===== config.mk =====
export PLATFORM = sky130hd
export DESIGN_NAME = lora_time_on_air
export DESIGN_NICKNAME = d
export VERILOG_FILES = /design/src/rtl/core/lota_pkg.sv /design/src/rtl/core/lora_time_on_air.sv
export SDC_FILE = /design/constraint.sdc
export NUM_CORES = 2
export LEC_CHECK = 0
export BUFFER_PORTS_ARGS = -buffer_cell sky130_fd_sc_hd__buf_2
export CAP_MARGIN = 20
export CORE_UTILIZATION = 55
export CTS_BUF_LIST = sky130_fd_sc_hd__clkbuf_8
export DETAILED_ROUTE_END_ITERATION = 10
export PLACE_DENSITY = 0.72
export SYNTH_ARGS = -nofsm -noshare
export SYNTH_HDL_FRONTEND = slang
export SYNTH_SLANG_ARGS = --single-unit
export TNS_END_PERCENT = 100

===== constraint.sdc =====
create_clock -name clock -period 6 [get_ports clock]
set_input_delay 1.5 -clock clock [delete_from_list [all_inputs] [get_ports clock]]
set_output_delay 1.5 -clock clock [all_outputs]
set_load 0.1 [all_outputs]

===== src/rtl/core/lota_pkg.sv =====
// ============================================================================
// LoRa time-on-air package
// Item types, arithmetic widths and constants shared by the airtime pipeline.
// ============================================================================
package lota_pkg;

   // Field widths of the request and response items.
   localparam int SF_W     = 4;
   localparam int CR_W     = 3;
   localparam int PL_W     = 8;
   localparam int AIR_W    = 28;
   localparam int SYM_W    = 12;
   localparam int BW_W     = 19;

   typedef struct packed {
      logic [SF_W-1:0] spreading_factor;
      logic [CR_W-1:0] coding_rate;
      logic [PL_W-1:0] payload_length;
   } req_type;

   typedef struct packed {
      logic [AIR_W-1:0] airtime_us;
      logic [SYM_W-1:0] symbol_count;
   } rsp_type;

   // Protocol constants.
   localparam int PREAMBLE_SYMBOLS = 8;
   localparam logic [BW_W-1:0] BW_RESET = BW_W'(125000);
   localparam logic [SF_W-1:0] SF_MIN   = SF_W'(6);
   localparam logic [SF_W-1:0] SF_MAX   = SF_W'(12);
   localparam logic [SF_W-1:0] SF_LDRO  = SF_W'(11);
   localparam logic [CR_W-1:0] CR_MIN   = CR_W'(1);
   localparam logic [CR_W-1:0] CR_MAX   = CR_W'(4);
   localparam int SYM_FIXED = 8;
   localparam int NUM_BIAS  = 44;
   localparam logic [AIR_W-1:0] AIR_MAX = '1;

   // Reciprocal multiply for the symbol-block divide (divisor 6 to 10).
   localparam int DIVK_W      = 4;
   localparam int M4_W        = 10;
   localparam int RECIP_W     = 14;
   localparam int RECIP_SHIFT = 16;
   localparam int PROD_K_W    = M4_W + RECIP_W;
   localparam int BLK_W       = 8;

   // Airtime numerator: quarter symbols times 2^SF times one million.
   localparam int QUARTERS_BASE = 4 * PREAMBLE_SYMBOLS + 17;
   localparam int QUARTERS_W    = $clog2(QUARTERS_BASE + 4 * ((1 << SYM_W) - 1) + 1);
   localparam int SHIFT_W       = QUARTERS_W + int'(SF_MAX);
   localparam int US_PER_S      = 1000000;
   localparam int US_W          = 20;
   localparam int PROD_W        = SHIFT_W + US_W;
   localparam int NUM_W         = PROD_W + 1;
   localparam int DEN_W         = BW_W + 2;
   localparam int DIV_W         = (NUM_W > DEN_W + AIR_W) ? NUM_W : DEN_W + AIR_W;
   localparam int DIV_STAGES    = AIR_W;

   // Accept to strobe: six arithmetic stages, the saturation check, one
   // divider stage per quotient bit and the output register.
   localparam int LATENCY = 6 + 1 + DIV_STAGES + 1;

   // ceil(2^16 / k) for the divisors that can occur; the error term keeps
   // the truncated product exact for every quotient operand below 1024.
   function automatic logic [RECIP_W-1:0] recip_of(input logic [DIVK_W-1:0] k);
      logic [RECIP_W-1:0] r;
      unique case (k)
         DIVK_W'(6):  r = RECIP_W'(10923);
         DIVK_W'(7):  r = RECIP_W'(9363);
         DIVK_W'(9):  r = RECIP_W'(7282);
         DIVK_W'(10): r = RECIP_W'(6554);
         default:     r = RECIP_W'(8192);
      endcase
      return r;
   endfunction

endpackage


===== src/rtl/core/lora_time_on_air.sv =====
// ============================================================================
// LoRa time-on-air calculator
// Pipelined airtime and payload symbol count for explicit-header frames.
// ============================================================================
// Usage: a request item (spreading factor, coding rate, payload length) is
// taken at a rising edge with start high and busy low. busy never rises, so
// one item can be taken in every cycle. Each item yields one response item
// on rsp_data, marked by rsp_strobe for exactly one cycle; responses leave
// in request order. The receiver cannot hold responses off and does not
// need to: nothing inside the pipeline ever waits. The airtime divide by
// 4 * bandwidth retires one quotient bit per stage over 28 stages behind six
// arithmetic stages and the saturation check, ahead of the output register.
// The bandwidth register is written through csr_we / csr_wdata; it must be
// changed only while no item is in flight. Reset empties the pipeline (all
// valid bits cleared) and loads 125000 Hz into the bandwidth register.
// Out-of-range spreading factors and coding rates are clamped to the legal
// range; a zero bandwidth or an airtime above the field maximum gives the
// saturated value.
// ============================================================================
module lora_time_on_air
   import lota_pkg::*;
(
   input  logic            clock,
   input  logic            reset,
   input  logic            start,
   output logic            busy,
   input  req_type         req_data,
   output logic            rsp_strobe,
   output rsp_type         rsp_data,
   input  logic            csr_we,
   input  logic [BW_W-1:0] csr_wdata
);

   // Configuration register.
   logic [BW_W-1:0] bw_ff;

   always_ff @(posedge clock) begin
      if (reset) begin
         bw_ff <= BW_RESET;
      end else if (csr_we) begin
         bw_ff <= csr_wdata;
      end
   end

   // The pipeline never stalls, so a request is always welcome.
   assign busy = 1'b0;

   logic accept;
   assign accept = start && !busy;

   // Stage 1: clamp the inputs and form the rounded-up numerator of the
   // symbol-block count. The divisor is 4 * k with k = SF - 2 * DE, so the
   // low two bits are dropped here and only k remains to divide by.
   logic [SF_W-1:0]   sf_clamp;
   logic [CR_W-1:0]   cr_clamp;
   logic [DIVK_W-1:0] k_in;
   logic [11:0]       pos, neg, num_blk, m_full;
   logic              s1_vld_ff, s1_nonpos_ff, s1_nonpos_in;
   logic [SF_W-1:0]   s1_sf_ff;
   logic [CR_W-1:0]   s1_cr_ff;
   logic [M4_W-1:0]   s1_m4_ff, s1_m4_in;
   logic [DIVK_W-1:0] s1_k_ff;

   always_comb begin
      priority if (req_data.spreading_factor < SF_MIN) begin
         sf_clamp = SF_MIN;
      end else if (req_data.spreading_factor > SF_MAX) begin
         sf_clamp = SF_MAX;
      end else begin
         sf_clamp = req_data.spreading_factor;
      end
      priority if (req_data.coding_rate < CR_MIN) begin
         cr_clamp = CR_MIN;
      end else if (req_data.coding_rate > CR_MAX) begin
         cr_clamp = CR_MAX;
      end else begin
         cr_clamp = req_data.coding_rate;
      end
      // Low data rate optimization lowers k from SF to SF - 2.
      k_in         = (sf_clamp >= SF_LDRO) ? sf_clamp - SF_W'(2) : sf_clamp;
      pos          = {1'b0, req_data.payload_length, 3'b000} + 12'(NUM_BIAS);
      neg          = {6'b000000, sf_clamp, 2'b00};
      s1_nonpos_in = (pos <= neg);
      num_blk      = pos - neg;
      m_full       = num_blk + {6'b000000, k_in, 2'b00} - 12'd1;
      s1_m4_in     = m_full[11:2];
   end

   always_ff @(posedge clock) begin
      if (reset) begin
         s1_vld_ff <= 1'b0;
      end else begin
         s1_vld_ff <= accept;
      end
   end

   always_ff @(posedge clock) begin
      s1_sf_ff     <= sf_clamp;
      s1_cr_ff     <= cr_clamp;
      s1_nonpos_ff <= s1_nonpos_in;
      s1_m4_ff     <= s1_m4_in;
      s1_k_ff      <= k_in;
   end

   // Stage 2: divide by k through a reciprocal multiply.
   logic                s2_vld_ff, s2_nonpos_ff;
   logic [SF_W-1:0]     s2_sf_ff;
   logic [CR_W-1:0]     s2_cr_ff;
   logic [PROD_K_W-1:0] s2_prod_ff, s2_prod_in;

   assign s2_prod_in = PROD_K_W'(s1_m4_ff) * PROD_K_W'(recip_of(s1_k_ff));

   always_ff @(posedge clock) begin
      if (reset) begin
         s2_vld_ff <= 1'b0;
      end else begin
         s2_vld_ff <= s1_vld_ff;
      end
   end

   always_ff @(posedge clock) begin
      s2_sf_ff     <= s1_sf_ff;
      s2_cr_ff     <= s1_cr_ff;
      s2_nonpos_ff <= s1_nonpos_ff;
      s2_prod_ff   <= s2_prod_in;
   end

   // Stage 3: payload symbols = 8 + blocks * (CR + 4).
   logic [BLK_W-1:0] blocks;
   logic [3:0]       cr_plus4;
   logic             s3_vld_ff;
   logic [SF_W-1:0]  s3_sf_ff;
   logic [SYM_W-1:0] s3_sym_ff, s3_sym_in;

   always_comb begin
      blocks   = BLK_W'(s2_prod_ff >> RECIP_SHIFT);
      cr_plus4 = {1'b0, s2_cr_ff} + 4'd4;
      if (s2_nonpos_ff) begin
         s3_sym_in = SYM_W'(SYM_FIXED);
      end else begin
         s3_sym_in = SYM_W'(SYM_FIXED) + SYM_W'(blocks) * SYM_W'(cr_plus4);
      end
   end

   always_ff @(posedge clock) begin
      if (reset) begin
         s3_vld_ff <= 1'b0;
      end else begin
         s3_vld_ff <= s2_vld_ff;
      end
   end

   always_ff @(posedge clock) begin
      s3_sf_ff  <= s2_sf_ff;
      s3_sym_ff <= s3_sym_in;
   end

   // Stage 4: frame length in quarter symbols (preamble, 4.25 sync symbols
   // and payload), scaled by the chips per symbol.
   logic [QUARTERS_W-1:0] quarters;
   logic                  s4_vld_ff;
   logic [SYM_W-1:0]      s4_sym_ff;
   logic [SHIFT_W-1:0]    s4_chips_ff, s4_chips_in;

   always_comb begin
      quarters    = QUARTERS_W'(QUARTERS_BASE) + QUARTERS_W'({s3_sym_ff, 2'b00});
      s4_chips_in = SHIFT_W'(quarters) << s3_sf_ff;
   end

   always_ff @(posedge clock) begin
      if (reset) begin
         s4_vld_ff <= 1'b0;
      end else begin
         s4_vld_ff <= s3_vld_ff;
      end
   end

   always_ff @(posedge clock) begin
      s4_sym_ff   <= s3_sym_ff;
      s4_chips_ff <= s4_chips_in;
   end

   // Stage 5: scale to microseconds.
   logic              s5_vld_ff;
   logic [SYM_W-1:0]  s5_sym_ff;
   logic [PROD_W-1:0] s5_prod_ff, s5_prod_in;

   assign s5_prod_in = PROD_W'(s4_chips_ff) * PROD_W'(US_PER_S);

   always_ff @(posedge clock) begin
      if (reset) begin
         s5_vld_ff <= 1'b0;
      end else begin
         s5_vld_ff <= s4_vld_ff;
      end
   end

   always_ff @(posedge clock) begin
      s5_sym_ff  <= s4_sym_ff;
      s5_prod_ff <= s5_prod_in;
   end

   // Stage 6: add half the divisor (2 * bandwidth) for round to nearest.
   logic             s6_vld_ff;
   logic [SYM_W-1:0] s6_sym_ff;
   logic [NUM_W-1:0] s6_num_ff, s6_num_in;

   assign s6_num_in = NUM_W'(s5_prod_ff) + NUM_W'({bw_ff, 1'b0});

   always_ff @(posedge clock) begin
      if (reset) begin
         s6_vld_ff <= 1'b0;
      end else begin
         s6_vld_ff <= s5_vld_ff;
      end
   end

   always_ff @(posedge clock) begin
      s6_sym_ff <= s5_sym_ff;
      s6_num_ff <= s6_num_in;
   end

   // Divider: entry 0 holds the saturation check, entry d + 1 the result
   // of the restoring step for quotient bit AIR_W - 1 - d. A zero divisor
   // always trips the saturation check.
   logic [DIV_W-1:0] den;
   assign den = DIV_W'({bw_ff, 2'b00});

   logic             div_vld_ff [DIV_STAGES+1];
   logic             div_sat_ff [DIV_STAGES+1];
   logic             div_sat_in [DIV_STAGES+1];
   logic [NUM_W-1:0] div_rem_ff [DIV_STAGES+1];
   logic [NUM_W-1:0] div_rem_in [DIV_STAGES+1];
   logic [AIR_W-1:0] div_quo_ff [DIV_STAGES+1];
   logic [AIR_W-1:0] div_quo_in [DIV_STAGES+1];
   logic [SYM_W-1:0] div_sym_ff [DIV_STAGES+1];
   logic [SYM_W-1:0] div_sym_in [DIV_STAGES+1];

   always_comb begin
      logic [DIV_W-1:0] trial;
      logic             fits;
      div_sat_in[0] = (DIV_W'(s6_num_ff) >= (den << AIR_W));
      div_rem_in[0] = s6_num_ff;
      div_quo_in[0] = '0;
      div_sym_in[0] = s6_sym_ff;
      for (int d = 0; d < DIV_STAGES; d++) begin
         trial             = den << (AIR_W - 1 - d);
         fits              = (DIV_W'(div_rem_ff[d]) >= trial);
         div_sat_in[d + 1] = div_sat_ff[d];
         div_sym_in[d + 1] = div_sym_ff[d];
         div_quo_in[d + 1] = {div_quo_ff[d][AIR_W-2:0], fits};
         div_rem_in[d + 1] = fits ? NUM_W'(DIV_W'(div_rem_ff[d]) - trial) : div_rem_ff[d];
      end
   end

   always_ff @(posedge clock) begin
      if (reset) begin
         for (int d = 0; d <= DIV_STAGES; d++) begin
            div_vld_ff[d] <= 1'b0;
         end
      end else begin
         div_vld_ff[0] <= s6_vld_ff;
         for (int d = 0; d < DIV_STAGES; d++) begin
            div_vld_ff[d + 1] <= div_vld_ff[d];
         end
      end
   end

   always_ff @(posedge clock) begin
      for (int d = 0; d <= DIV_STAGES; d++) begin
         div_sat_ff[d] <= div_sat_in[d];
         div_rem_ff[d] <= div_rem_in[d];
         div_quo_ff[d] <= div_quo_in[d];
         div_sym_ff[d] <= div_sym_in[d];
      end
   end

   // Output register: apply saturation and present the item for one cycle.
   logic    rsp_strobe_ff;
   rsp_type rsp_data_ff, rsp_data_in;

   always_comb begin
      rsp_data_in.airtime_us   = div_sat_ff[DIV_STAGES] ? AIR_MAX
                                                        : div_quo_ff[DIV_STAGES];
      rsp_data_in.symbol_count = div_sym_ff[DIV_STAGES];
   end

   always_ff @(posedge clock) begin
      if (reset) begin
         rsp_strobe_ff <= 1'b0;
      end else begin
         rsp_strobe_ff <= div_vld_ff[DIV_STAGES];
      end
   end

   always_ff @(posedge clock) begin
      rsp_data_ff <= rsp_data_in;
   end

   assign rsp_strobe = rsp_strobe_ff;
   assign rsp_data   = rsp_data_ff;

   // Every accepted item comes out after the fixed latency.
   a_accept_to_strobe: assert property (@(posedge clock) disable iff (reset)
      accept |-> ##LATENCY rsp_strobe)
      else $error("accepted item did not produce a response on time");

   // No response appears without an accepted item behind it.
   a_strobe_has_item: assert property (@(posedge clock) disable iff (reset)
      rsp_strobe |-> $past(accept, LATENCY))
      else $error("response without an accepted item");

   // A finished, unsaturated divide leaves a remainder below the divisor.
   a_div_remainder: assert property (@(posedge clock) disable iff (reset)
      (div_vld_ff[DIV_STAGES] && !div_sat_ff[DIV_STAGES])
         |-> (DIV_W'(div_rem_ff[DIV_STAGES]) < den))
      else $error("divider remainder not below divisor");

   // The symbol count always includes the fixed symbols.
   a_symbols_floor: assert property (@(posedge clock) disable iff (reset)
      rsp_strobe |-> (rsp_data.symbol_count >= SYM_W'(SYM_FIXED)))
      else $error("payload symbol count below the fixed symbols");

endmodule

# --- Yosys cells after proc, flatten, opt, wreduce, memory -nomap -nowiden ---
# Memories as Yosys holds them, arrays and structs flattened. A register that Yosys moved wholly into a read port is not among the register bits.
# Cells that the tools add are included.
totals:
  n_memories: 5
  ff_bits: 247
  latch_bits: 0
  mem_bits_rw: 2610
  mem_bits_ro: 0
  input_bits: 38
  elab_cells: 205
memory_table:
  columns: ["name", "depth", "width", "rd", "rd_ports_with_merged_regs", "write_ports", "line", "source"]
  rows:
  - ["div_rem_ff", 29, 48, 28, 0, 29, "lora_time_on_air.sv:232", "logic [NUM_W-1:0] div_rem_ff [DIV_STAGES+1];"]
  - ["div_quo_ff", 29, 28, 29, 1, 29, "lora_time_on_air.sv:234", "logic [AIR_W-1:0] div_quo_ff [DIV_STAGES+1];"]
  - ["div_sym_ff", 29, 12, 29, 1, 29, "lora_time_on_air.sv:236", "logic [SYM_W-1:0] div_sym_ff [DIV_STAGES+1];"]
  - ["div_sat_ff", 29, 1, 29, 0, 29, "lora_time_on_air.sv:230", "logic div_sat_ff [DIV_STAGES+1];"]
  - ["div_vld_ff", 29, 1, 29, 1, 29, "lora_time_on_air.sv:229", "logic div_vld_ff [DIV_STAGES+1];"]
classes:
  shifts: 1
  n_mul: 3
  n_mux: 65
  eq_ne: 4
  order_cmp: 35
  div: 0
  n_bitwise: 29
  addsub: 37
  n_reduce_logical: 1
op_table:
  columns: ["operator", "count"]
  rows:
  - ["$mux 48", 28]
  - ["$pmux 14 s4", 1]
  - ["$ge 48x49->1", 1]
  - ["$add 47x20->48", 1]
  - ["$ge 48x21->1", 1]
  - ["$ge 48x22->1", 1]
  - ["$ge 48x23->1", 1]
  - ["$ge 48x24->1", 1]
  - ["$ge 48x25->1", 1]
  - ["$ge 48x26->1", 1]
  - ["$ge 48x27->1", 1]
  - ["$ge 48x28->1", 1]
  - ["$ge 48x29->1", 1]
  - ["$ge 48x30->1", 1]
  - ["$ge 48x31->1", 1]
  - ["$ge 48x32->1", 1]
  - ["$ge 48x33->1", 1]
  - ["$ge 48x34->1", 1]
  - ["$ge 48x35->1", 1]
  - ["$ge 48x36->1", 1]
  - ["$ge 48x37->1", 1]
  - ["$ge 48x38->1", 1]
  - ["$ge 48x39->1", 1]
  - ["$ge 48x40->1", 1]
  - ["other kinds (61)", 124]

# --- Logic depth before layout (Yosys ltp) ---
depth:
  depth_word: 7
  mapped_depth: 26
  ltp_nobuf: 25

# --- Least setup slack after synthesis ---
# No wires, ideal clock.
synth_timing:
  kind: "register to register"
  from: "reg s1_k_ff[2]"
  to: "reg s2_prod_ff[23]"
  required_time_ps: 5880
  path_slack_ps: 129
  synth_period_minus_slack_ps: 5871
  t_arrival_ps: 5751
  path_stages_with_launch: 25
  path_cell_list: "dfxtp_1 -> nand2b_1 -> nor3b_1 -> or2_2 -> clkbuf_1 -> nand2_1 -> fa_1 -> inv_1 -> fa_1 -> inv_1 -> fa_1 -> fa_1 -> inv_1 -> ha_1 -> ha_1 -> and4b_1 -> and3_1 -> o221ai_1 -> a211oi_1 -> o41a_1 -> a41o_1 -> o21ai_0 -> nand2b_1 -> a21oi_1 -> xnor2_1"
synth_via:
  elab_chain_len: 3
  elab_cells_between_ends: 6
synth_lines:
  columns: ["item", "line", "source"]
  rows:
  - ["start: declaration", "lora_time_on_air.sv:62", "logic [DIVK_W-1:0] s1_k_ff;"]
  - ["start signal: assignment", "lora_time_on_air.sv:102", "s1_k_ff <= k_in;"]
  - ["$eq 4x4->1 / $eq 4x3->1 (equally long branches)", "lota_pkg.sv:66", "unique case (k)"]
  - ["$pmux 14 s4 *", "lota_pkg.sv:66", null]
  - ["$mul 10x14->24 *", "lora_time_on_air.sv:111", "assign s2_prod_in = PROD_K_W'(s1_m4_ff) * PROD_K_W'(recip_of(s1_k_ff));"]
  - ["named net s2_prod_in[23]", "lora_time_on_air.sv:109", "logic [PROD_K_W-1:0] s2_prod_ff, s2_prod_in;"]
  - ["end signal: assignment", "lora_time_on_air.sv:125", "s2_prod_ff <= s2_prod_in;"]
  - ["end: declaration", "lora_time_on_air.sv:109", null]
# The timed path passes the listed nets; every way through them passes the cells marked *.
# A chain may end at the register's enable or synchronous reset.

# --- Final worst setup path ---
layout_timing:
  from: "reg s1_k_ff[2]"
  to: "reg s2_prod_ff[22]"
# Same word-level chain as after synthesis.

==> impl_metrics.ini <==
[critical_path]
r2r_end = s2_prod_ff[22]
crit_fanout = 11
crit_end = s2_prod_ff[22]
path_class = flop to flop
cp.arrival_ns = 6.72
reg2reg_from = s1_k_ff[2]
rrSetupSlack_ns = 0.19
startpoint_type = flop
cp-startpoint = s1_k_ff[2]
worst_setup_path_end_kind = flop
required_ns = 6.92
r2r_cells = 22

[yosys]
synth-seq-cells = 2397
yosys.cell_types.count = 89
synth_edf_count = 0
syn_nets = 10800
yosysSeqAreaShare_pct = 48.1
synthArstFlopShare_pct = 0
syn-mean-instance-area_um2 = 10.2
postSynthCellCount = 9734
synthFlopType = dfxtp_1
netlist.area_leader.share_pct = 48.1
synthTopCellsByCount = dfxtp_1 (2397), ha_1 (811), nor2_1 (682)
synth.area.top_cells = dfxtp_1 (48%), ha_1 (10%), fa_1 (4.5%)
yosysTopAreaCell = dfxtp_1
synthesis.area_um2 = 99700
ys_warn_count = 0
synth_most_common_cell = dfxtp_1

[global_route]
grt_pass1_vias = 70000
grt_max_degree = 50
grt_antenna_before_repair = 6
grt_pass1_wl_um = 373000
gr-total-overflow = 0
track_usage_pct = 25.4

[clocking]
cts_max_path_buffers = 4
worstSkewPairLatency_ns = 1.12
numCtsBuffers = 384
h-tree-depth = 5
cts.sinks = 2397
cts_root_buf = clkbuf_8
cts_tree = built
clkTransAtPathRegs_ns = 0.07

[power_and_ir_drop]
p_leak_nw = 49.4
pwr_density_cell_nw_per_um2 = 691
max-vdd-ir-drop_mv = 1.25

[floorplanning]
die_w_um = 428
dieArea_um2 = 183000
placementRows = 155
die_y_um = 428
core_area_um2 = 179000
start_util_pct = 55.7
io_pins = 80

[timing]
max_slew_margin_pct = 29.5
setup_viol = 0
fin_skew_ns = 0.156
layout_min_cycle_time_ns = 5.81
slew_violations = 0
period_share_pct = 96.8
hold_viol_final = 0
max_freq_mhz = 172
worst_slew_pin_slew_ns = 1.06
fin_setup_tns_ns = 0

[placement]
hpwl_um = 179000
dp.cells = 12100
port_buffers = 78
gp_congestion = 0.915

[route]
vias_per_cell = 5.54
firstDrtPassIters = 6
drtIter0Drc = 4545
postRouteAntennaNets = 0
routed-via-count = 70900
wl_per_cell_um = 18.6
drc_errors = 0
wl_um = 239000

[finish]
final_cells = 12800
drive_above_1_share_pct = 10.3
syn2layout_area_growth_pct = 12.3
final_nets = 11200

[min_path]
hold_path.class = flop to flop
min_path_cells = 0

[run_status]
status = completed

[flow_run]
max_cap_viol_count = 0
-- sequential cells by signal, indices dropped and copies added, names as in the netlist, 19 cells and up --
register / flops
div_rem_ff: 1316
div_quo_ff: 406
div_sym_ff: 348
s6_num_ff: 47
s5_prod_ff: 41
rsp_data: 40
div_sat_ff: 29
div_vld_ff: 29
s4_chips_ff: 27
bw_ff: 19
-- how the worst min path moves through the flow --
stage / end / slack (ns) / startpoint
2_1_floorplan: div_quo_ff[10][1] / 0.31 / div_quo_ff[9][0]
3_3_place_gp: div_quo_ff[27][9] / 0.31 / div_quo_ff[26][8]
3_5_place_dp: div_sym_ff[12][8] / 0.31 / div_sym_ff[11][8]
4_1_cts: div_sym_ff[8][4] / 0.22 / div_sym_ff[7][4]
5_1_grt: div_sym_ff[8][4] / 0.23 / div_sym_ff[7][4]
6_report: div_sym_ff[8][4] / 0.23 / div_sym_ff[7][4]
-- placed cells by master (no fill, tap or decap), types with 29 or more instances in the layout --
| cell | count |
|---|---|
| or2_2 | 69 |
| bufinv_16 | 29 |
| nand3_1 | 149 |
| o21a_1 | 93 |
| mux2_2 | 102 |
| dfxtp_1 | 2389 |
| buf_2 | 79 |
| o211ai_1 | 36 |
| xor2_1 | 380 |
| clkinv_2 | 49 |
| or4_1 | 59 |
| o21ai_0 | 511 |
| a21oi_1 | 602 |
| or3_1 | 74 |
| o21bai_1 | 54 |
| mux2i_1 | 50 |
| nand2_1 | 632 |
| nand2b_1 | 127 |
| o31ai_1 | 42 |
| buf_4 | 137 |
| inv_1 | 546 |
| nor2b_1 | 142 |
| nor3_1 | 212 |
| and2_1 | 69 |
| fa_1 | 217 |
| clkbuf_8 | 461 |
| nor2_1 | 677 |
| a31oi_1 | 42 |
| ha_1 | 806 |
| nor4_1 | 193 |
| a211oi_1 | 42 |
| nand4_1 | 114 |
| a21o_1 | 273 |
| and3_1 | 52 |
| xnor2_1 | 442 |
-- timing repair --
item                                    CTS  global route
endpoints found under the setup margin    3            14
buffers inserted                          0             6
hold buffers                              0             0
pin swaps                                 1            30
gates resized for setup                   5            49
-- cell families (layout without fill, tap and decap cells) --
kind of cell / Yosys count / after routing / share of synthesized area [%]
mux: 152 / 152 / 1.65
simple gates: 2734 / 2734 / 13.8
xor+xnor: 822 / 822 / 7.22
flops: 2397 / 2397 / 48.1
fa+ha+maj: 1034 / 1034 / 14.7
compound gates: 1943 / 1943 / 12.1
buf+inv: 651 / 1367 / 2.46
other cells: 1 / 6 / 0.00376
-- layer usage --
layer	vias to the layer above	global-route usage, %	wire length, um
li1	34900	-	-
met1	33400	32.7	105000
met2	1981	42.8	113000
met3	583	3.72	11900
met4	4	10.5	8910
met5	-	0	27
-- area by class of cell --
cell class	instances	area [um2]
clock buffer	461	6340
tap	2355	2950
timing repair buffer	227	1620
antenna	5	12.5
inverter	470	1760
clock inverter	209	1750
sequential	2397	48000
multi-input combinational	6686	49500
fill	14700	67200
-- worst max-delay path, cell delays in order (launching register included) --
cell and delay [ns]:
dfxtp_2 0.32, nand2b_4 0.13, nor2_1 0.05, buf_4 0.17
buf_12 0.15, and2_1 0.19, or2_4 0.24, fa_1 0.59
fa_1 0.46, fa_1 0.50, fa_1 0.56, ha_4 0.21
ha_1 0.28, a21o_1 0.19, a211o_1 0.28, a31oi_1 0.18
a211oi_2 0.08, o41a_1 0.42, a41o_1 0.26, o21ai_1 0.12
nand2b_1 0.10, buf_4 0.14, xor2_1 0.13
-- power by group --
part           switching, mW  internal (mW)
sequential              4.12           22.3
clock                   6.26           8.23
combinational           20.4           16.1
total                   30.8           46.6
-- through the flow --
| step | worst slack (ns) | instance area [um2] | hold WS, ns | power, mW | utilization (%) |
|---|---|---|---|---|---|
| 2_1_floorplan | 0.129 | 99700 | 0.310 | 52.7 | - |
| 5_1_grt | -0.0247 | 112000 | 0.235 | 83.5 | 62.5 |
| 6_report | 0.194 | 112000 | 0.231 | 77.4 | 62.5 |
| 3_5_place_dp | -0.169 | 104000 | 0.312 | 62.1 | 57.8 |
| 4_1_cts | -0.0293 | 112000 | 0.222 | 77.0 | 62.3 |
| 3_3_place_gp | -0.128 | 104000 | 0.310 | 61.3 | 57.8 |
No activity file was read; power rests on OpenSTA's default activity.
